===== src/epc_pkg.sv =====
package epc_pkg;

   localparam int WORD_W = 32;
   localparam int FRAC_W = 16;
   localparam int PROD_W = 2 * WORD_W;
   localparam int QP_W = PROD_W - FRAC_W;
   localparam int ACC_W = 40;
   localparam int RAW_W = 20;
   localparam int DUTY_W = 16;

   // raw/10000 in Q16.16 is raw*4096/625
   localparam int RAW_SHIFT = 12;
   localparam int Y_DIVISOR = 625;
   localparam int DT_DIVISOR = 1000;
   // (u*10000 + 3794*65536) / (84*65536), with the 65536 folded into the qmul
   localparam int DUTY_DIVISOR = 84;
   localparam int DUTY_SCALE = 10000;
   localparam int DUTY_OFFSET = 3794;
   localparam int DUTY_MAX = (1 << DUTY_W) - 1;

   localparam logic signed [WORD_W-1:0] PLANT_A0 = 32'sd0;
   localparam logic signed [WORD_W-1:0] DRIVE_CENTER = 32'sd0;
   localparam logic signed [WORD_W-1:0] DRIVE_MAX = 32'sd786432;
   localparam logic signed [WORD_W-1:0] DRIVE_MIN = 32'sd0;
   localparam logic signed [WORD_W-1:0] PLANT_GAIN_RESET = 32'sd65536;

   // radix-16 constant divider
   localparam int DIV_DIGIT_W = 4;
   localparam int DIV_DIGITS = ACC_W / DIV_DIGIT_W;
   localparam int DIV_CNT_W = $clog2(DIV_DIGITS);
   localparam int DIV_REM_W = 10;
   localparam int DIV_CAT_W = DIV_REM_W + DIV_DIGIT_W;

   localparam int CSR_IDX_W = 3;

   typedef enum logic [CSR_IDX_W-1:0] {
      CSR_TARGET,
      CSR_GAIN_PROP,
      CSR_GAIN_SPEED,
      CSR_GAIN_DIST,
      CSR_BETA_ONE,
      CSR_BETA_TWO,
      CSR_BETA_THREE,
      CSR_PLANT_GAIN
   } csr_index_type;

   localparam int NUM_SRC = 23;

   typedef enum logic [4:0] {
      SRC_ZERO,
      SRC_TARGET,
      SRC_KP,
      SRC_KD,
      SRC_KI,
      SRC_B1,
      SRC_B2,
      SRC_B3,
      SRC_B0,
      SRC_POS,
      SRC_SPEED,
      SRC_DIST,
      SRC_Y,
      SRC_E,
      SRC_DPOS,
      SRC_U,
      SRC_UC,
      SRC_A0,
      SRC_CENTER,
      SRC_OFFSET,
      SRC_SCALE,
      SRC_RAW,
      SRC_QUO
   } src_type;

   typedef enum logic [2:0] {
      ACC_HOLD,
      ACC_LOAD,
      ACC_ADD,
      ACC_SUB,
      ACC_ADD_QP,
      ACC_SUB_QP
   } acc_op_type;

   typedef enum logic [3:0] {
      DST_NONE,
      DST_DPOS,
      DST_E,
      DST_Y,
      DST_U,
      DST_UC,
      DST_Z1,
      DST_Z2,
      DST_Z3
   } dst_type;

   typedef enum logic [1:0] {
      DIV_Y,
      DIV_DT,
      DIV_DUTY
   } div_sel_type;

   typedef struct packed {
      logic        mul_en;
      src_type     mul_a;
      src_type     mul_b;
      acc_op_type  acc_op;
      src_type     acc_src;
      dst_type     dst;
      logic        div_start;
      div_sel_type div_sel;
      logic        wait_div;
      logic        finish;
   } ctrl_type;

   typedef struct packed {
      logic                    busy;
      logic signed [ACC_W-1:0] quotient;
   } div_status_type;

   localparam int UCODE_DEPTH = 41;
   localparam int PC_W = $clog2(UCODE_DEPTH);

endpackage


===== src/epc_datapath.sv =====
module epc_datapath (
   input  logic                              clock,
   input  logic                              reset,
   input  epc_pkg::ctrl_type                 ctrl,
   input  logic                              load_raw,
   input  logic [epc_pkg::RAW_W-1:0]         raw,
   input  logic                              csr_write,
   input  logic [epc_pkg::CSR_IDX_W-1:0]     csr_index,
   input  logic [epc_pkg::WORD_W-1:0]        csr_data,
   input  logic signed [epc_pkg::ACC_W-1:0]  quotient,
   output logic signed [epc_pkg::ACC_W-1:0]  dividend,
   output logic [epc_pkg::DUTY_W-1:0]        duty,
   output logic signed [epc_pkg::WORD_W-1:0] drive,
   output logic signed [epc_pkg::WORD_W-1:0] pos_estimate
);
   import epc_pkg::*;

   logic signed [WORD_W-1:0] target_ff, kp_ff, kd_ff, ki_ff;
   logic signed [WORD_W-1:0] b1_ff, b2_ff, b3_ff, b0_ff;
   logic signed [WORD_W-1:0] pos_ff, speed_ff, dist_ff;
   logic signed [WORD_W-1:0] y_ff, e_ff, dpos_ff, u_ff, uc_ff;
   logic [RAW_W-1:0]         raw_ff;
   logic signed [PROD_W-1:0] prod_ff;
   logic signed [ACC_W-1:0]  acc_ff, acc_in;

   logic signed [ACC_W-1:0]  src_vec [NUM_SRC];
   logic signed [WORD_W-1:0] mul_a, mul_b;
   logic signed [WORD_W-1:0] qp;
   logic signed [ACC_W-1:0]  qp_ext;
   logic signed [ACC_W-1:0]  acc_src;
   logic signed [WORD_W-1:0] acc_sat;
   logic signed [WORD_W-1:0] acc_clamp;

   function automatic logic signed [WORD_W-1:0] sat_word(input logic signed [QP_W-1:0] x);
      logic signed [QP_W-1:0] hi;
      logic signed [QP_W-1:0] lo;
      hi = QP_W'({1'b0, {(WORD_W-1){1'b1}}});
      lo = -hi - QP_W'(1);
      if (x > hi) begin
         return {1'b0, {(WORD_W-1){1'b1}}};
      end else if (x < lo) begin
         return {1'b1, {(WORD_W-1){1'b0}}};
      end
      return x[WORD_W-1:0];
   endfunction

   assign src_vec[SRC_ZERO]   = '0;
   assign src_vec[SRC_TARGET] = ACC_W'(target_ff);
   assign src_vec[SRC_KP]     = ACC_W'(kp_ff);
   assign src_vec[SRC_KD]     = ACC_W'(kd_ff);
   assign src_vec[SRC_KI]     = ACC_W'(ki_ff);
   assign src_vec[SRC_B1]     = ACC_W'(b1_ff);
   assign src_vec[SRC_B2]     = ACC_W'(b2_ff);
   assign src_vec[SRC_B3]     = ACC_W'(b3_ff);
   assign src_vec[SRC_B0]     = ACC_W'(b0_ff);
   assign src_vec[SRC_POS]    = ACC_W'(pos_ff);
   assign src_vec[SRC_SPEED]  = ACC_W'(speed_ff);
   assign src_vec[SRC_DIST]   = ACC_W'(dist_ff);
   assign src_vec[SRC_Y]      = ACC_W'(y_ff);
   assign src_vec[SRC_E]      = ACC_W'(e_ff);
   assign src_vec[SRC_DPOS]   = ACC_W'(dpos_ff);
   assign src_vec[SRC_U]      = ACC_W'(u_ff);
   assign src_vec[SRC_UC]     = ACC_W'(uc_ff);
   assign src_vec[SRC_A0]     = ACC_W'(PLANT_A0);
   assign src_vec[SRC_CENTER] = ACC_W'(DRIVE_CENTER);
   assign src_vec[SRC_OFFSET] = ACC_W'(DUTY_OFFSET);
   assign src_vec[SRC_SCALE]  = ACC_W'(DUTY_SCALE);
   assign src_vec[SRC_RAW]    = $signed({{(ACC_W-RAW_W-RAW_SHIFT){1'b0}}, raw_ff,
                                         {RAW_SHIFT{1'b0}}});
   assign src_vec[SRC_QUO]    = quotient;

   assign mul_a   = $signed(src_vec[ctrl.mul_a][WORD_W-1:0]);
   assign mul_b   = $signed(src_vec[ctrl.mul_b][WORD_W-1:0]);
   assign acc_src = src_vec[ctrl.acc_src];

   // Q16.16 product: floor shift, then saturate
   assign qp      = sat_word($signed(prod_ff[PROD_W-1:FRAC_W]));
   assign qp_ext  = ACC_W'(qp);
   assign acc_sat = sat_word(QP_W'(acc_ff));

   always_comb begin
      if (acc_sat > DRIVE_MAX) begin
         acc_clamp = DRIVE_MAX;
      end else if (acc_sat <= DRIVE_MIN) begin
         acc_clamp = DRIVE_MIN;
      end else begin
         acc_clamp = acc_sat;
      end
   end

   always_comb begin
      case (ctrl.acc_op)
         ACC_LOAD:   acc_in = acc_src;
         ACC_ADD:    acc_in = acc_ff + acc_src;
         ACC_SUB:    acc_in = acc_ff - acc_src;
         ACC_ADD_QP: acc_in = acc_ff + qp_ext;
         ACC_SUB_QP: acc_in = acc_ff - qp_ext;
         default:    acc_in = acc_ff;
      endcase
   end

   always_ff @(posedge clock) begin
      if (reset) begin
         target_ff <= '0;
         kp_ff     <= '0;
         kd_ff     <= '0;
         ki_ff     <= '0;
         b1_ff     <= '0;
         b2_ff     <= '0;
         b3_ff     <= '0;
         b0_ff     <= PLANT_GAIN_RESET;
      end else if (csr_write) begin
         case (csr_index)
            CSR_TARGET:     target_ff <= $signed(csr_data);
            CSR_GAIN_PROP:  kp_ff     <= $signed(csr_data);
            CSR_GAIN_SPEED: kd_ff     <= $signed(csr_data);
            CSR_GAIN_DIST:  ki_ff     <= $signed(csr_data);
            CSR_BETA_ONE:   b1_ff     <= $signed(csr_data);
            CSR_BETA_TWO:   b2_ff     <= $signed(csr_data);
            CSR_BETA_THREE: b3_ff     <= $signed(csr_data);
            CSR_PLANT_GAIN: b0_ff     <= $signed(csr_data);
            default: ;
         endcase
      end
   end

   always_ff @(posedge clock) begin
      if (reset) begin
         pos_ff   <= '0;
         speed_ff <= '0;
         dist_ff  <= '0;
      end else begin
         case (ctrl.dst)
            DST_Z1: pos_ff   <= acc_sat;
            DST_Z2: speed_ff <= acc_sat;
            DST_Z3: dist_ff  <= acc_sat;
            default: ;
         endcase
      end
   end

   always_ff @(posedge clock) begin
      case (ctrl.dst)
         DST_DPOS: dpos_ff <= acc_sat;
         DST_E:    e_ff    <= acc_sat;
         DST_Y:    y_ff    <= acc_sat;
         DST_U:    u_ff    <= acc_sat;
         DST_UC:   uc_ff   <= acc_clamp;
         default: ;
      endcase
      if (load_raw) begin
         raw_ff <= raw;
      end
      if (ctrl.mul_en) begin
         prod_ff <= mul_a * mul_b;
      end
      acc_ff <= acc_in;
   end

   assign dividend = acc_ff;

   // acc holds the shifted duty numerator when the last quotient arrives
   always_comb begin
      if (acc_ff <= 0) begin
         duty = '0;
      end else if (quotient > ACC_W'(DUTY_MAX)) begin
         duty = DUTY_W'(DUTY_MAX);
      end else begin
         duty = quotient[DUTY_W-1:0];
      end
   end

   assign drive        = uc_ff;
   assign pos_estimate = pos_ff;

endmodule


===== config.mk =====
export PLATFORM = sky130hd
export DESIGN_NAME = epc_datapath
export DESIGN_NICKNAME = d
export VERILOG_FILES = /design/src/epc_pkg.sv /design/src/epc_datapath.sv
export SDC_FILE = /design/constraint.sdc
export NUM_CORES = 2
export LEC_CHECK = 0
export BUFFER_PORTS_ARGS = -buffer_cell sky130_fd_sc_hd__buf_2
export CORE_UTILIZATION = 55
export DETAILED_ROUTE_END_ITERATION = 6
export MAX_ROUTING_LAYER = met4
export PLACE_DENSITY = 0.77
export SYNTH_ARGS = -nofsm -noshare
export SYNTH_HDL_FRONTEND = slang
export SYNTH_SLANG_ARGS = --single-unit
export TNS_END_PERCENT = 20

===== constraint.sdc =====
create_clock -name clock -period 13.75 [get_ports clock]
set_input_delay 2.0625 -clock clock [delete_from_list [all_inputs] [get_ports clock]]
set_output_delay 2.0625 -clock clock [all_outputs]
set_load 0.03 [all_outputs]

Word-level counts from Yosys, hierarchy flattened
Cells that the tools add are included.

Add/sub/neg operators: 4. Multipliers: 1. Magnitude comparators: 11. Equal/unequal tests: 20. Muxes and demuxes: 23. Bitwise gates (word level): 3. Reductions and logical operators: 11.

Operator list (number): $bmux 40 s5 (3); $mux 32 (10); $pmux 40 s5 (1); $mux 40 (2); $mul 32x32->64 (1); $gt 48x32->1 const B (1); $lt 48x32->1 const B (1); $add 40x32->40 (1); $add 40x40->40 (1); $gt 40x17->1 const B (1); $gt 40x32->1 const B (1); $le 40x1->1 const B (1); $lt 40x32->1 const B (1); $sub 40x32->40 (1); $sub 40x40->40 (1); $gt 32x21->1 const B (1); $le 32x1->1 const B (1); $mux 16 (2); $mux 20 (1); $eq 3x3->1 const B (6); $ge 6x6->1 const B (3); $not 5->6 (3); $eq 4x3->1 const B (4); $reduce_and 2->1 (8); 9 further kinds (17).

Bits in registers: 636. Input port bits: 127.

Longest topological paths before layout
Depth in word-level cells: 6. Gate-level depth with buffers: 42. Depth with buffers taken out: 36.

Least setup slack after synthesis
OpenSTA, ideal clock, no wires.

Path kind: input to register. From: input port ctrl[18] (netlist bit). To: register prod_ff[62], data pin. Data arrival time: 12.500 ns. Required time: 13.492 ns. Setup slack: 0.992 ns. Stages on the path: 36. Buffers on the path: 8. Cells stage by stage: clkbuf_1 > buf_1 > buf_1 > buf_1 > clkbuf_1 > mux4_2 > mux4_2 > a22o_1 > clkbuf_1 > buf_1 > nand2_1 > fa_1 > fa_1 > inv_1 > fa_1 > inv_1 > fa_1 > fa_1 > fa_1 > fa_1 > fa_1 > inv_1 > ha_1 > clkbuf_1 > a21oi_1 > o21ai_0 > a21o_1 > a21o_1 > a21o_1 > a21o_1 > a221oi_1 > nor2_1 > or3_1 > a311o_1 > a31oi_1 > a21oi_1.

Cells in the longest elaborated chain, start to end: 5.

RTL lines: start, declared (RTL line epc_datapath.sv:4) `input epc_pkg::ctrl_type ctrl,`; $not 5->6 (implied by the code) (RTL line epc_datapath.sv:73) `assign mul_b = $signed(src_vec[ctrl.mul_b][WORD_W-1:0]);`; $bmux 40 s5 (RTL line epc_datapath.sv:73); $mux 32 (implied by the code) (2 in a row) (RTL line epc_datapath.sv:73); $mul 32x32->64 (RTL line epc_datapath.sv:155) `prod_ff <= mul_a * mul_b;`; end signal, assigned (RTL line epc_datapath.sv:155); end, declared (RTL line epc_datapath.sv:23) `logic signed [PROD_W-1:0] prod_ff;`.

Every way passes these cells. The select of a mux whose other input is x is not followed. A chain may end at the register's enable or synchronous reset.

Final worst setup path
From: input port ctrl[17] (netlist bit). To: register prod_ff[62], data pin.

The elaborated chain is that of the path after synthesis.

==> results.py <==
metrics = {
    "power": {
        "total_leakage_power_uw": 0.0342,
        "share_seq_of_total_power_pct": 20.3,
        "vdd.ir_drop.worst_mv": 0.273,
        "power_switching_uw": 6660,
        "combinationalPowerShare_pct": 65.4,
        "intPower_uw": 6950,
        "switching_share_pct": 48.9,
        "clock_power_share_pct": 14.3,
        "power-per-cell-area_mw_per_mm2": 167,
    },
    "synthesis": {
        "synth_area_mm2": 0.0755,
        "yosys.area.top_type_share_pct": 28.7,
        "synth_async_sr_flop_share_pct": 0,
        "netlist_top_cells_area": "fa_1 29%, edfxtp_1 11%, mux4_2 10%",
        "edff_count_synth": 268,
        "synth.yosys.warnings": 0,
        "sequential_fraction_of_the_synthesis_area_pct": 20.0,
        "post_synth_inst_count": 8005,
        "post_synth_top_area_cell": "fa_1",
        "ys_ff_latch": 620,
        "yosys-top-cells-count": "1,139 x inv_1, 1,105 x nand2_1, 1,082 x fa_1",
        "library_cell_with_the_highest_instance_count_after_synthesis": "inv_1",
        "synthesized_area_per_cell_um2": 9.43,
        "synthDistinctLibCells": 103,
        "ys.flop_type": "dfxtp_1",
    },
    "timing": {
        "worst_slew_margin_rel_pct": 2.32,
        "finalHoldViolCount": 0,
        "hold_slack_ps": 483,
        "finalClockSkew_ps": 42.6,
        "fin_tns_setup_ps": 0,
        "worst_slew_pin_slew_ps": 1430,
        "grt_setup_unrepaired": "false",
        "post-route-min-period_ps": 12390,
        "min_period_over_period_pct": 90.1,
        "final_max_slew_viol_count": 0,
        "finalSetupViolations": 0,
        "fmax_mhz": 80.7,
    },
    "floorplan": {
        "die_w_um": 372,
        "num_rows": 135,
        "die_area_mm2": 0.139,
        "die_height_um": 372,
        "design.portCount": 247,
        "design.core.area_mm2": 0.136,
        "effective_utilization_at_floorplan_pct": 55.6,
    },
    "status": {
        "outcome": "complete, but fails checks",
        "failed_checks": "design-rule violations, max-capacitance violations",
    },
    "final_layout": {
        "net_count_of_the_finished_layout": 9444,
        "area.growth.synth_to_final_pct": 7.98,
        "fillers": 11300,
        "drive_gt1_share_pct": 14.1,
        "multi_input_area_mm2": 0.0542,
        "register_area_mm2": 0.0151,
        "layoutNonFillerInstCount": 9883,
    },
    "cts": {
        "clk_root_buffer_cell": "clkbuf_16",
        "number_of_buffers_inserted_by_post_cts_setup_repair": 0,
        "clkSinkCount": 620,
        "cts_resized": 0,
        "cts_buffer_depth": 3,
        "cts.clk_slew.worst_paths_ps": 70,
        "cts_tree": "built",
        "insertion_delay_ps": 700,
        "post_cts_hold_buffer_count": 0,
        "htreeDepth": 3,
        "cts_bufs_inserted": 68,
    },
    "placement": {
        "place.detailed.hpwl_um": 214000,
        "gp_congestion": 1.06,
        "post-place-cells": 9723,
        "buffer_ports.inserted": 241,
    },
    "global_routing": {
        "gr-usage-all-layers_pct": 43.1,
        "antenna_violations_before_repair": 30,
        "largest_net_degree_at_the_start_of_global_routing": 166,
        "overflow": 0,
        "grt_pass1_wl_um": 419000,
        "number_of_global_route_vias_before_repair": 65100,
    },
    "setup_path": {
        "critical_path_arrival_ps": 12800,
        "timing.critical_path.fanout_max": 62,
        "setup.worst_path.start_class": "input pin",
        "cp_slowest_stage_delay_ps": 820,
        "cp-end-kind": "flop",
        "path_class": "input pin to flop",
        "cp_slowest_cell": "a31oi_4",
        "required_ps": 14160,
        "timing.critical_path.mode_cell": "fa_1",
    },
    "routing": {
        "drtAntennaViolNets": 0,
        "drtPass1Iterations": 7,
        "dr.first_iter.drc_count": 9414,
        "route.vias.total": 65300,
        "remaining_drc_errors": 2,
        "route.detailed.vias_per_inst": 6.61,
        "wl_per_cell_um": 29.2,
        "routed_wl_um": 288000,
    },
    "min_path": {
        "min_path_type": "flop to flop",
    },
    "run": {
        "maxCapViolCount": 1,
    },
}
worst max-delay path, delay by kind of cell:
| kind | cells | cell delay (ps) |
|---|---|---|
| simple gates | 7 | 1320 |
| fa+ha+maj | 9 | 4250 |
| compound gates | 12 | 3330 |
| buf+inv | 10 | 1750 |
state kept, by name, indices dropped and copies added (netlist names), 32 cells and up:
register / flops
b0_ff: 32
b1_ff: 32
b2_ff: 32
b3_ff: 32
dist_ff: 32
dividend: 40
dpos_ff: 32
drive: 32
e_ff: 32
kd_ff: 32
ki_ff: 32
kp_ff: 32
pos_estimate: 32
prod_ff: 48
speed_ff: 32
target_ff: 32
u_ff: 32
y_ff: 32
logic make-up after synthesis:
kind of cell | share of synthesized area (%)
XOR/XNOR | 1.51
other | 0.00497
multiplexers | 12.4
buffers and inverters | 8.79
AO/OA/AOI/OAI | 11.5
flip-flops | 20.0
AND/OR/NAND/NOR | 13.4
adder cells (fa/ha/maj) | 32.4
worst paths after layout:
path,from,endpoint,cells after the start,slack [ps]
max,ctrl[17],prod_ff[62],38,1360
min,b1_ff[16],b1_ff[16],2,480
max reg2reg,b2_ff[4],prod_ff[62],33,3430
min reg2reg,b1_ff[16],b1_ff[16],2,480
power by group through the flow:
stage          Sequential, µW  Clock [µW]  Combinational [µW]
4_1_cts                  2730        1940                8780
5_1_grt                  2760        2010                9690
2_1_floorplan            2730           0                5910
3_5_place_dp             2760           0                8690
6_report                 2760        1950                8900
3_3_place_gp             2760           0                8560
layout by cell type (no fill, tap or decap), drive strengths merged, types with 66 or more instances in the layout:
cell	n
nor2	823
xnor2	75
a221oi	66
inv	1143
nand2b	89
mux2	100
fa	1082
nand2	1106
mux4	343
a211oi	124
o21ai	213
dfxtp	352
a21o	69
ha	222
edfxtp	268
clkbuf	98
buf	479
a21oi	542
nor3	67
routing by layer:
metal  part of all wire, %  track usage [%]  vias to the layer above  wire length [µm]
li1                      -                -                    26600                 -
met1                    34             52.3                    32300             97600
met2                    43             61.2                     5104            123000
met3                    17             17.0                     1310             47700
met4                   7.1             23.9                        0             20500
met5                     0                -                        -                 0
per-stage QoR:
step | util, % | setup WS (ps) | power (µW) | area (µm²)
final | 60.0 | 1360 | 13600 | 81500
after global routing | 60.0 | 1200 | 14500 | 81500
after CTS | 59.9 | 1650 | 13500 | 81400
after detailed placement | 58.2 | 1030 | 11500 | 79100
after global placement | 58.2 | 1180 | 11300 | 79100
after floorplan | - | 992 | 8640 | 75500
layout make-up:
type                    instances  share of cell area, %
multi-input cells            5691                   66.5
inverters                    1150                   5.30
clock buffers                  95                   2.45
repair buffers                482                   3.96
clock inverters                30                  0.390
flip-flops and latches        620                   18.5
well taps                    1781                   2.73
diodes                         34                  0.104
Power figures use the tool's default switching activity.
