## src/epc_pkg.sv

```systemverilog
package epc_pkg;

   localparam int WORD_W = 32;
   localparam int FRAC_W = 16;
   localparam int PROD_W = 2 * WORD_W;
   localparam int QP_W = PROD_W - FRAC_W;
   localparam int ACC_W = 40;
   localparam int RAW_W = 20;
   localparam int DUTY_W = 16;

   // raw/10000 in Q16.16 is raw*4096/625
   localparam int RAW_SHIFT = 12;
   localparam int Y_DIVISOR = 625;
   localparam int DT_DIVISOR = 1000;
   // (u*10000 + 3794*65536) / (84*65536), with the 65536 folded into the qmul
   localparam int DUTY_DIVISOR = 84;
   localparam int DUTY_SCALE = 10000;
   localparam int DUTY_OFFSET = 3794;
   localparam int DUTY_MAX = (1 << DUTY_W) - 1;

   localparam logic signed [WORD_W-1:0] PLANT_A0 = 32'sd0;
   localparam logic signed [WORD_W-1:0] DRIVE_CENTER = 32'sd0;
   localparam logic signed [WORD_W-1:0] DRIVE_MAX = 32'sd786432;
   localparam logic signed [WORD_W-1:0] DRIVE_MIN = 32'sd0;
   localparam logic signed [WORD_W-1:0] PLANT_GAIN_RESET = 32'sd65536;

   // radix-16 constant divider
   localparam int DIV_DIGIT_W = 4;
   localparam int DIV_DIGITS = ACC_W / DIV_DIGIT_W;
   localparam int DIV_CNT_W = $clog2(DIV_DIGITS);
   localparam int DIV_REM_W = 10;
   localparam int DIV_CAT_W = DIV_REM_W + DIV_DIGIT_W;

   localparam int CSR_IDX_W = 3;

   typedef enum logic [CSR_IDX_W-1:0] {
      CSR_TARGET,
      CSR_GAIN_PROP,
      CSR_GAIN_SPEED,
      CSR_GAIN_DIST,
      CSR_BETA_ONE,
      CSR_BETA_TWO,
      CSR_BETA_THREE,
      CSR_PLANT_GAIN
   } csr_index_type;

   localparam int NUM_SRC = 23;

   typedef enum logic [4:0] {
      SRC_ZERO,
      SRC_TARGET,
      SRC_KP,
      SRC_KD,
      SRC_KI,
      SRC_B1,
      SRC_B2,
      SRC_B3,
      SRC_B0,
      SRC_POS,
      SRC_SPEED,
      SRC_DIST,
      SRC_Y,
      SRC_E,
      SRC_DPOS,
      SRC_U,
      SRC_UC,
      SRC_A0,
      SRC_CENTER,
      SRC_OFFSET,
      SRC_SCALE,
      SRC_RAW,
      SRC_QUO
   } src_type;

   typedef enum logic [2:0] {
      ACC_HOLD,
      ACC_LOAD,
      ACC_ADD,
      ACC_SUB,
      ACC_ADD_QP,
      ACC_SUB_QP
   } acc_op_type;

   typedef enum logic [3:0] {
      DST_NONE,
      DST_DPOS,
      DST_E,
      DST_Y,
      DST_U,
      DST_UC,
      DST_Z1,
      DST_Z2,
      DST_Z3
   } dst_type;

   typedef enum logic [1:0] {
      DIV_Y,
      DIV_DT,
      DIV_DUTY
   } div_sel_type;

   typedef struct packed {
      logic        mul_en;
      src_type     mul_a;
      src_type     mul_b;
      acc_op_type  acc_op;
      src_type     acc_src;
      dst_type     dst;
      logic        div_start;
      div_sel_type div_sel;
      logic        wait_div;
      logic        finish;
   } ctrl_type;

   typedef struct packed {
      logic                    busy;
      logic signed [ACC_W-1:0] quotient;
   } div_status_type;

   localparam int UCODE_DEPTH = 41;
   localparam int PC_W = $clog2(UCODE_DEPTH);

endpackage

```

## src/epc_sequencer.sv

```systemverilog
module epc_sequencer (
   input  logic              clock,
   input  logic              reset,
   input  logic              start,
   input  logic              div_busy,
   input  logic              out_blocked,
   output epc_pkg::ctrl_type ctrl,
   output logic              running,
   output logic              fire_finish
);
   import epc_pkg::*;

   logic [PC_W-1:0] pc_ff, pc_in;
   logic            run_ff, run_in;
   ctrl_type        word;
   ctrl_type        nop_word;

   function automatic ctrl_type uw(input logic mul_en, input src_type mul_a,
                                   input src_type mul_b, input acc_op_type acc_op,
                                   input src_type acc_src, input dst_type dst,
                                   input logic div_start, input div_sel_type div_sel,
                                   input logic wait_div, input logic finish);
      ctrl_type w;
      w.mul_en    = mul_en;
      w.mul_a     = mul_a;
      w.mul_b     = mul_b;
      w.acc_op    = acc_op;
      w.acc_src   = acc_src;
      w.dst       = dst;
      w.div_start = div_start;
      w.div_sel   = div_sel;
      w.wait_div  = wait_div;
      w.finish    = finish;
      return w;
   endfunction

   // microprogram; a product is registered and is ready at the step after its multiply
   function automatic ctrl_type ucode(input logic [PC_W-1:0] pc);
      ctrl_type w;
      case (pc)
         // y = raw*4096/625, overlapped with the drive sum
         0:  w = uw(1'b0, SRC_ZERO, SRC_ZERO, ACC_LOAD, SRC_RAW, DST_NONE,
                    1'b0, DIV_Y, 1'b0, 1'b0);
         1:  w = uw(1'b0, SRC_ZERO, SRC_ZERO, ACC_LOAD, SRC_POS, DST_NONE,
                    1'b1, DIV_Y, 1'b0, 1'b0);
         2:  w = uw(1'b0, SRC_ZERO, SRC_ZERO, ACC_SUB, SRC_TARGET, DST_NONE,
                    1'b0, DIV_Y, 1'b0, 1'b0);
         3:  w = uw(1'b0, SRC_ZERO, SRC_ZERO, ACC_HOLD, SRC_ZERO, DST_DPOS,
                    1'b0, DIV_Y, 1'b0, 1'b0);
         4:  w = uw(1'b1, SRC_DPOS, SRC_KP, ACC_LOAD, SRC_CENTER, DST_NONE,
                    1'b0, DIV_Y, 1'b0, 1'b0);
         5:  w = uw(1'b1, SRC_KD, SRC_SPEED, ACC_ADD_QP, SRC_ZERO, DST_NONE,
                    1'b0, DIV_Y, 1'b0, 1'b0);
         6:  w = uw(1'b1, SRC_DIST, SRC_KI, ACC_ADD_QP, SRC_ZERO, DST_NONE,
                    1'b0, DIV_Y, 1'b0, 1'b0);
         7:  w = uw(1'b0, SRC_ZERO, SRC_ZERO, ACC_SUB_QP, SRC_ZERO, DST_NONE,
                    1'b0, DIV_Y, 1'b0, 1'b0);
         8:  w = uw(1'b0, SRC_ZERO, SRC_ZERO, ACC_HOLD, SRC_ZERO, DST_U,
                    1'b0, DIV_Y, 1'b0, 1'b0);
         9:  w = uw(1'b0, SRC_ZERO, SRC_ZERO, ACC_HOLD, SRC_ZERO, DST_UC,
                    1'b0, DIV_Y, 1'b0, 1'b0);
         10: w = uw(1'b0, SRC_ZERO, SRC_ZERO, ACC_HOLD, SRC_ZERO, DST_NONE,
                    1'b0, DIV_Y, 1'b1, 1'b0);
         11: w = uw(1'b0, SRC_ZERO, SRC_ZERO, ACC_LOAD, SRC_QUO, DST_NONE,
                    1'b0, DIV_Y, 1'b0, 1'b0);
         12: w = uw(1'b0, SRC_ZERO, SRC_ZERO, ACC_LOAD, SRC_POS, DST_Y,
                    1'b0, DIV_Y, 1'b0, 1'b0);
         13: w = uw(1'b0, SRC_ZERO, SRC_ZERO, ACC_SUB, SRC_Y, DST_NONE,
                    1'b0, DIV_Y, 1'b0, 1'b0);
         14: w = uw(1'b0, SRC_ZERO, SRC_ZERO, ACC_HOLD, SRC_ZERO, DST_E,
                    1'b0, DIV_Y, 1'b0, 1'b0);
         // position estimate
         15: w = uw(1'b1, SRC_B1, SRC_E, ACC_LOAD, SRC_SPEED, DST_NONE,
                    1'b0, DIV_DT, 1'b0, 1'b0);
         16: w = uw(1'b0, SRC_ZERO, SRC_ZERO, ACC_SUB_QP, SRC_ZERO, DST_NONE,
                    1'b0, DIV_DT, 1'b0, 1'b0);
         17: w = uw(1'b0, SRC_ZERO, SRC_ZERO, ACC_HOLD, SRC_ZERO, DST_NONE,
                    1'b1, DIV_DT, 1'b0, 1'b0);
         18: w = uw(1'b0, SRC_ZERO, SRC_ZERO, ACC_HOLD, SRC_ZERO, DST_NONE,
                    1'b0, DIV_DT, 1'b1, 1'b0);
         19: w = uw(1'b0, SRC_ZERO, SRC_ZERO, ACC_LOAD, SRC_QUO, DST_NONE,
                    1'b0, DIV_DT, 1'b0, 1'b0);
         20: w = uw(1'b0, SRC_ZERO, SRC_ZERO, ACC_ADD, SRC_POS, DST_NONE,
                    1'b0, DIV_DT, 1'b0, 1'b0);
         21: w = uw(1'b0, SRC_ZERO, SRC_ZERO, ACC_HOLD, SRC_ZERO, DST_Z1,
                    1'b0, DIV_DT, 1'b0, 1'b0);
         // speed estimate, fed with the new position estimate
         22: w = uw(1'b1, SRC_A0, SRC_POS, ACC_LOAD, SRC_DIST, DST_NONE,
                    1'b0, DIV_DT, 1'b0, 1'b0);
         23: w = uw(1'b1, SRC_B2, SRC_E, ACC_ADD_QP, SRC_ZERO, DST_NONE,
                    1'b0, DIV_DT, 1'b0, 1'b0);
         24: w = uw(1'b1, SRC_B0, SRC_U, ACC_SUB_QP, SRC_ZERO, DST_NONE,
                    1'b0, DIV_DT, 1'b0, 1'b0);
         25: w = uw(1'b0, SRC_ZERO, SRC_ZERO, ACC_ADD_QP, SRC_ZERO, DST_NONE,
                    1'b0, DIV_DT, 1'b0, 1'b0);
         26: w = uw(1'b0, SRC_ZERO, SRC_ZERO, ACC_HOLD, SRC_ZERO, DST_NONE,
                    1'b1, DIV_DT, 1'b0, 1'b0);
         27: w = uw(1'b0, SRC_ZERO, SRC_ZERO, ACC_HOLD, SRC_ZERO, DST_NONE,
                    1'b0, DIV_DT, 1'b1, 1'b0);
         28: w = uw(1'b0, SRC_ZERO, SRC_ZERO, ACC_LOAD, SRC_QUO, DST_NONE,
                    1'b0, DIV_DT, 1'b0, 1'b0);
         29: w = uw(1'b0, SRC_ZERO, SRC_ZERO, ACC_ADD, SRC_SPEED, DST_NONE,
                    1'b0, DIV_DT, 1'b0, 1'b0);
         // disturbance estimate
         30: w = uw(1'b1, SRC_B3, SRC_E, ACC_LOAD, SRC_ZERO, DST_Z2,
                    1'b0, DIV_DT, 1'b0, 1'b0);
         31: w = uw(1'b0, SRC_ZERO, SRC_ZERO, ACC_SUB_QP, SRC_ZERO, DST_NONE,
                    1'b0, DIV_DT, 1'b0, 1'b0);
         32: w = uw(1'b0, SRC_ZERO, SRC_ZERO, ACC_HOLD, SRC_ZERO, DST_NONE,
                    1'b1, DIV_DT, 1'b0, 1'b0);
         33: w = uw(1'b0, SRC_ZERO, SRC_ZERO, ACC_HOLD, SRC_ZERO, DST_NONE,
                    1'b0, DIV_DT, 1'b1, 1'b0);
         34: w = uw(1'b0, SRC_ZERO, SRC_ZERO, ACC_LOAD, SRC_QUO, DST_NONE,
                    1'b0, DIV_DT, 1'b0, 1'b0);
         35: w = uw(1'b0, SRC_ZERO, SRC_ZERO, ACC_ADD, SRC_DIST, DST_NONE,
                    1'b0, DIV_DT, 1'b0, 1'b0);
         // duty: floor(uc*10000/65536) + 3794, then /84
         36: w = uw(1'b1, SRC_UC, SRC_SCALE, ACC_LOAD, SRC_OFFSET, DST_Z3,
                    1'b0, DIV_DUTY, 1'b0, 1'b0);
         37: w = uw(1'b0, SRC_ZERO, SRC_ZERO, ACC_ADD_QP, SRC_ZERO, DST_NONE,
                    1'b0, DIV_DUTY, 1'b0, 1'b0);
         38: w = uw(1'b0, SRC_ZERO, SRC_ZERO, ACC_HOLD, SRC_ZERO, DST_NONE,
                    1'b1, DIV_DUTY, 1'b0, 1'b0);
         39: w = uw(1'b0, SRC_ZERO, SRC_ZERO, ACC_HOLD, SRC_ZERO, DST_NONE,
                    1'b0, DIV_DUTY, 1'b1, 1'b0);
         40: w = uw(1'b0, SRC_ZERO, SRC_ZERO, ACC_HOLD, SRC_ZERO, DST_NONE,
                    1'b0, DIV_DUTY, 1'b0, 1'b1);
         default: w = uw(1'b0, SRC_ZERO, SRC_ZERO, ACC_HOLD, SRC_ZERO, DST_NONE,
                         1'b0, DIV_DT, 1'b0, 1'b1);
      endcase
      return w;
   endfunction

   assign nop_word = uw(1'b0, SRC_ZERO, SRC_ZERO, ACC_HOLD, SRC_ZERO, DST_NONE,
                        1'b0, DIV_DT, 1'b0, 1'b0);
   assign word = ucode(pc_ff);

   always_comb begin
      pc_in       = pc_ff;
      run_in      = run_ff;
      fire_finish = 1'b0;
      if (!run_ff) begin
         if (start) begin
            run_in = 1'b1;
            pc_in  = '0;
         end
      end else if (word.wait_div && div_busy) begin
         pc_in = pc_ff;
      end else if (word.finish) begin
         // hold the last step until the result register is free
         if (!out_blocked) begin
            fire_finish = 1'b1;
            run_in      = 1'b0;
            pc_in       = '0;
         end
      end else begin
         pc_in = PC_W'(pc_ff + 1'b1);
      end
   end

   always_ff @(posedge clock) begin
      if (reset) begin
         pc_ff  <= '0;
         run_ff <= 1'b0;
      end else begin
         pc_ff  <= pc_in;
         run_ff <= run_in;
      end
   end

   assign ctrl    = run_ff ? word : nop_word;
   assign running = run_ff;

endmodule

```

## config.mk

```make
export PLATFORM = sky130hd
export DESIGN_NAME = epc_sequencer
export DESIGN_NICKNAME = d
export VERILOG_FILES = /design/src/epc_pkg.sv /design/src/epc_sequencer.sv
export SDC_FILE = /design/constraint.sdc
export NUM_CORES = 1
export LEC_CHECK = 0
export BUFFER_PORTS_ARGS = -buffer_cell sky130_fd_sc_hd__buf_2
export CAP_MARGIN = 0
export CORE_MARGIN = 1
export CORE_UTILIZATION = 56
export CTS_BUF_LIST = sky130_fd_sc_hd__clkbuf_8
export DETAILED_ROUTE_END_ITERATION = 8
export PLACE_DENSITY = 0.79
export SYNTH_ARGS = -nofsm -noshare
export SYNTH_HDL_FRONTEND = slang
export SYNTH_SLANG_ARGS = --single-unit
```

## constraint.sdc

```tcl
create_clock -name clock -period 3.13 [get_ports clock]
set_input_delay 0.313 -clock clock [delete_from_list [all_inputs] [get_ports clock]]
set_output_delay 0.313 -clock clock [all_outputs]
set_load 0.005 [all_outputs]
```

# Word level (Yosys, flattened, before mapping)
# Memories as Yosys holds them, arrays and structs flattened. A register that Yosys moved wholly into a read port is not among the register bits.
# Index checks and enable logic that the tools add are counted.
# op_classes
n_addsub	1
eq_ne	2
n_mux	17
reduce_logical	3
# op_table
cell	count
2-to-1 mux 6 bit	7
2-to-1 mux 28 bit	1
2-to-1 mux 1 bit	9
adder 6 x 1 -> 6 bit, second input constant	1
!= test 3 bit, second input constant	1
AND reduction 3 bit	1
!= test 2 bit, second input constant	1
nonzero test 2 bit	1
logical AND 1 bit	1
# word_totals
reg_bits	7
rom_bits	1792
inputBits	5
out_inout_bits	30
elab_cells	26
memories	1
# mem_list
memory	words	word_bits	read_ports	rd_ports_with_merged_regs	write_ports	line_no	rtl
(no name shown)	64	28	1	1	0	epc_sequencer.sv:40	case (pc)

# Depth between registers and ports, before layout
# depth
ltp_word	6
depth_mapped	11

# Worst setup path after synthesis
# Ideal clock, no wire load.
# synth_timing
kind	register to register
start	register word[1] (netlist name)
end	register word[11] (netlist name)
t_arrival_ns	2.273
required_time_ns	3.000
slack_ns	0.727
stages_incl_launch_ff	10
cell_sequence	dfxtp_1 > a22o_1 > o211ai_1 > a21o_1 > clkbuf_1 > inv_1 > ha_1 > mux2_1 > a221oi_2 > o31ai_1
# synth_via
elab_chain_len	5
# synth_lines
element	line_no	rtl
logical AND 1 bit	epc_sequencer.sv:147	end else if (word.wait_div && div_busy) begin
!= test 2 bit (no line)	--	
AND reduction 3 bit (no line)	--	
2-to-1 mux 6 bit (no line) (2 in series)	--	
# No other way between the ends.
# A chain may end at the register's enable or synchronous reset.

# Worst setup path in the final report
# layout_timing
start	register word[1] (netlist name)
end	register word[27] (netlist name)
# layout_via
elab_chain_len	5
# layout_lines
element	line_no
logical AND 1 bit	epc_sequencer.sv:147
!= test 2 bit (no line)	--
AND reduction 3 bit (no line)	--
2-to-1 mux 6 bit (no line) (2 in series)	--
# No other way between the ends.

==> run metrics <==
status=completed; M1 GR Usage=0.417; Layout Nets=325; Reg area=681 sq um; ANT cells=0; DIE HEIGHT=66.0 um; total negative slack=0 ns; H-tree levels=2; unrepaired setup endpoints after global routing=no; DR iter-0 viols=272; worst skew pair latency=0.29 ns; CTS tree=done; minimum clock period after layout=2.82 ns; Clock Root Buffer=clkbuf_8; Post-Route WL=6040 um; mux share of post-synthesis cell area=0.0442; f_max=0.355 GHz; largest family of logic cells by synthesized area=simple AND/OR/NAND/NOR gates; worst-path maximum fanout=14; post-synthesis average cell area=8.08 sq um; initial antenna violation count=0; Synth Flop Type=dfxtp_1; post-synthesis xor/xnor area fraction=0.00382; worst hold path class=input port to flip-flop; Seq cells post-synth=34; vias in the first global route=2025; fin area=2560 sq um; total CTS buffers=5; Core ar.=3800 sq um; Vias=2327; Seq/Total Area, Yosys=0.297; Slew @ Worst Pin=0.571 ns; setup ws final=0.312 ns; share of layout cells above drive strength 1=0.206; Worst slew margin=0.619; DRT antenna net count=0; Lkg Pwr=0.00117 uW; Synth Area in Simple Gates=0.274; final global-route overflow total=0; Critical Path RT=3.34 ns; fin. max-slew vios=0; PD cells=332 nW/um^2; setup bufs post-CTS=0; hold path cells=3; hpwl dp=4140 um; number of I/O pins=35; Mapped Area=2290 sq um; # hold bufs at CTS=0; full die area=4360 sq um; Yosys cell types=58; clock buffer depth=2; Synth Area in Adders=0.0491; CP Class=flip-flop to flip-flop; syn nets=298; CTS clk-pin slew, worst paths=0.06 ns; placed inst area=2480 sq um; Post-synth EDFFs=0; Fin Hold WS=0.313 ns; Starting Density=0.604; Final Hold Fails=0; Yosys warning count=0; DR vias/cell=6.48; Max-Cap Viols=0; Clock Skew=0.00181 ns; first-pass GRT wire length=9870 um; Placer Congestion=0.948; startpoint types=flip-flop; met3 Use GR=0.0776; busiest grt layer=met2; Synth Area in Compound Gates=0.269; Global Route Usage Sum=0.302; WP data arrival=3.03 ns; I/O Buffers=34; clk sinks=34; Synth async-reset ratio=0; pre-CTS setup slack=0.362 ns; multi-input combinational cell area=1470 sq um; Max VDD drop=276 uV; P&R area growth vs syn=11.7%; WL per Instance=16.8 um; DR DRC count=0; R2R cell count=9; row count=22; CP endpoint kind=flip-flop; final setup fails=0; met2 usage=0.446; final cycle utilization of the critical path=0.900; Synth Instances=284; fillers=322; post_cts resized=0; pin count of the biggest net entering global routing=32; Die W=66.0 um; iteration count of the initial detailed-routing pass=5
[worst max-delay path: stages, from the launching register on]
cell and delay, ns:
dfxtp_1 0.33, a22o_1 0.32, o21a_1 0.25, a31o_2 0.35
inv_1 0.19, ha_1 0.55, o21ai_0 0.18, a21oi_1 0.23
o21ai_1 0.14, o211ai_1 0.19
[routing by layer]
layer  wire length (um)  up-vias
met5                  0        -
met4                155        0
met3                570       19
met2               2690      139
met1               2630     1073
li1                   -     1096
[per-stage QoR]
stage / utilization / cells / total power [uW]
floorplan: - / 284 / 528
global placement: 0.654 / 352 / 556
detailed placement: 0.654 / 352 / 559
CTS: 0.675 / 359 / 849
global route: 0.675 / 359 / 890
finish: 0.675 / 359 / 850
[final timing paths]
kind | from | to | slack, ns
worst max-delay path | word[1]$_DFF_P_ | word[27]$_DFF_P_ | 0.31
worst min-delay path | start | running$_SDFF_PP0_ | 0.31
worst max register to register | word[1]$_DFF_P_ | word[27]$_DFF_P_ | 0.31
worst min register to register | pc_ff[0]$_SDFFE_PP0N_ | pc_ff[0]$_SDFFE_PP0N_ | 0.66
[layout make-up]
| cell class | instances | area share |
|---|---|---|
| Multi-Input combinational cell | 217 | 0.573 |
| Inverter | 11 | 0.0171 |
| Sequential cell | 34 | 0.266 |
| Clock inverter | 2 | 0.00391 |
| Timing Repair Buffer | 42 | 0.0898 |
| Tap cell | 48 | 0.0234 |
| Clock buffer | 5 | 0.0269 |
[state kept, by name, summed over array words and instances (netlist names)]
name     cells
word        27
running      1
pc_ff        6
[where the power goes]
| group | switching, uW | total (uW) | internal, uW |
|---|---|---|---|
| sequential | 5.17 | 447 | 442 |
| combinational | 65.0 | 105 | 40.1 |
| clock | 149 | 297 | 149 |
| total | 219 | 850 | 631 |
[placed cells by master (no fill, tap or decap), types with 9 or more instances in the layout]
| master | Yosys | layout |
|---|---|---|
| dfxtp_1 | 34 | 34 |
| nand2_1 | 21 | 21 |
| and3_1 | 9 | 9 |
| ha_1 | 9 | 9 |
| nand3_1 | 15 | 15 |
| and2_1 | 29 | 29 |
| nor3_1 | 12 | 12 |
| a21oi_1 | 20 | 20 |
| mux2i_1 | 9 | 9 |
| buf_2 | 6 | 34 |
[Yosys cell counts (2+ instances only)]
master    instances  area share
dfxtp_1          34        0.30
nand2_1          21       0.034
clkbuf_1         11       0.018
inv_1             7       0.011
nor2_1            8       0.013
o21ai_0           8       0.017
buf_2             6       0.013
nand3_1          15       0.033
a21o_1            2      0.0065
o211a_1           4       0.017
a21oi_1          20       0.044
inv_2             2      0.0033
a31oi_1           2      0.0055
nand2b_1          4       0.011
or3_1             3      0.0082
nand4_1           5       0.014
buf_1             2      0.0033
a211o_1           4       0.015
ha_1              9       0.049
a211oi_1          4       0.013
o211ai_1          7       0.023
nor4_1            2      0.0055
nor3_1           12       0.026
buf_4             3      0.0098
o22ai_1           3      0.0082
mux2i_1           9       0.039
o21ai_1           2      0.0044
o21a_1            2      0.0065
a31o_2            3       0.011
and3_1            9       0.025
and2_1           29       0.079
o31ai_1           5       0.016
nor4_2            2       0.011
[logic make-up after synthesis]
| family | count (synthesis) |
|---|---|
| multiplexers | 10 |
| buffers and inverters | 33 |
| AND/OR/NAND/NOR | 114 |
| flip-flops | 34 |
| XOR/XNOR | 1 |
| AO/OA/AOI/OAI | 83 |
| adder cells (fa/ha/maj) | 9 |
No activity file was read; power rests on OpenSTA's default activity.
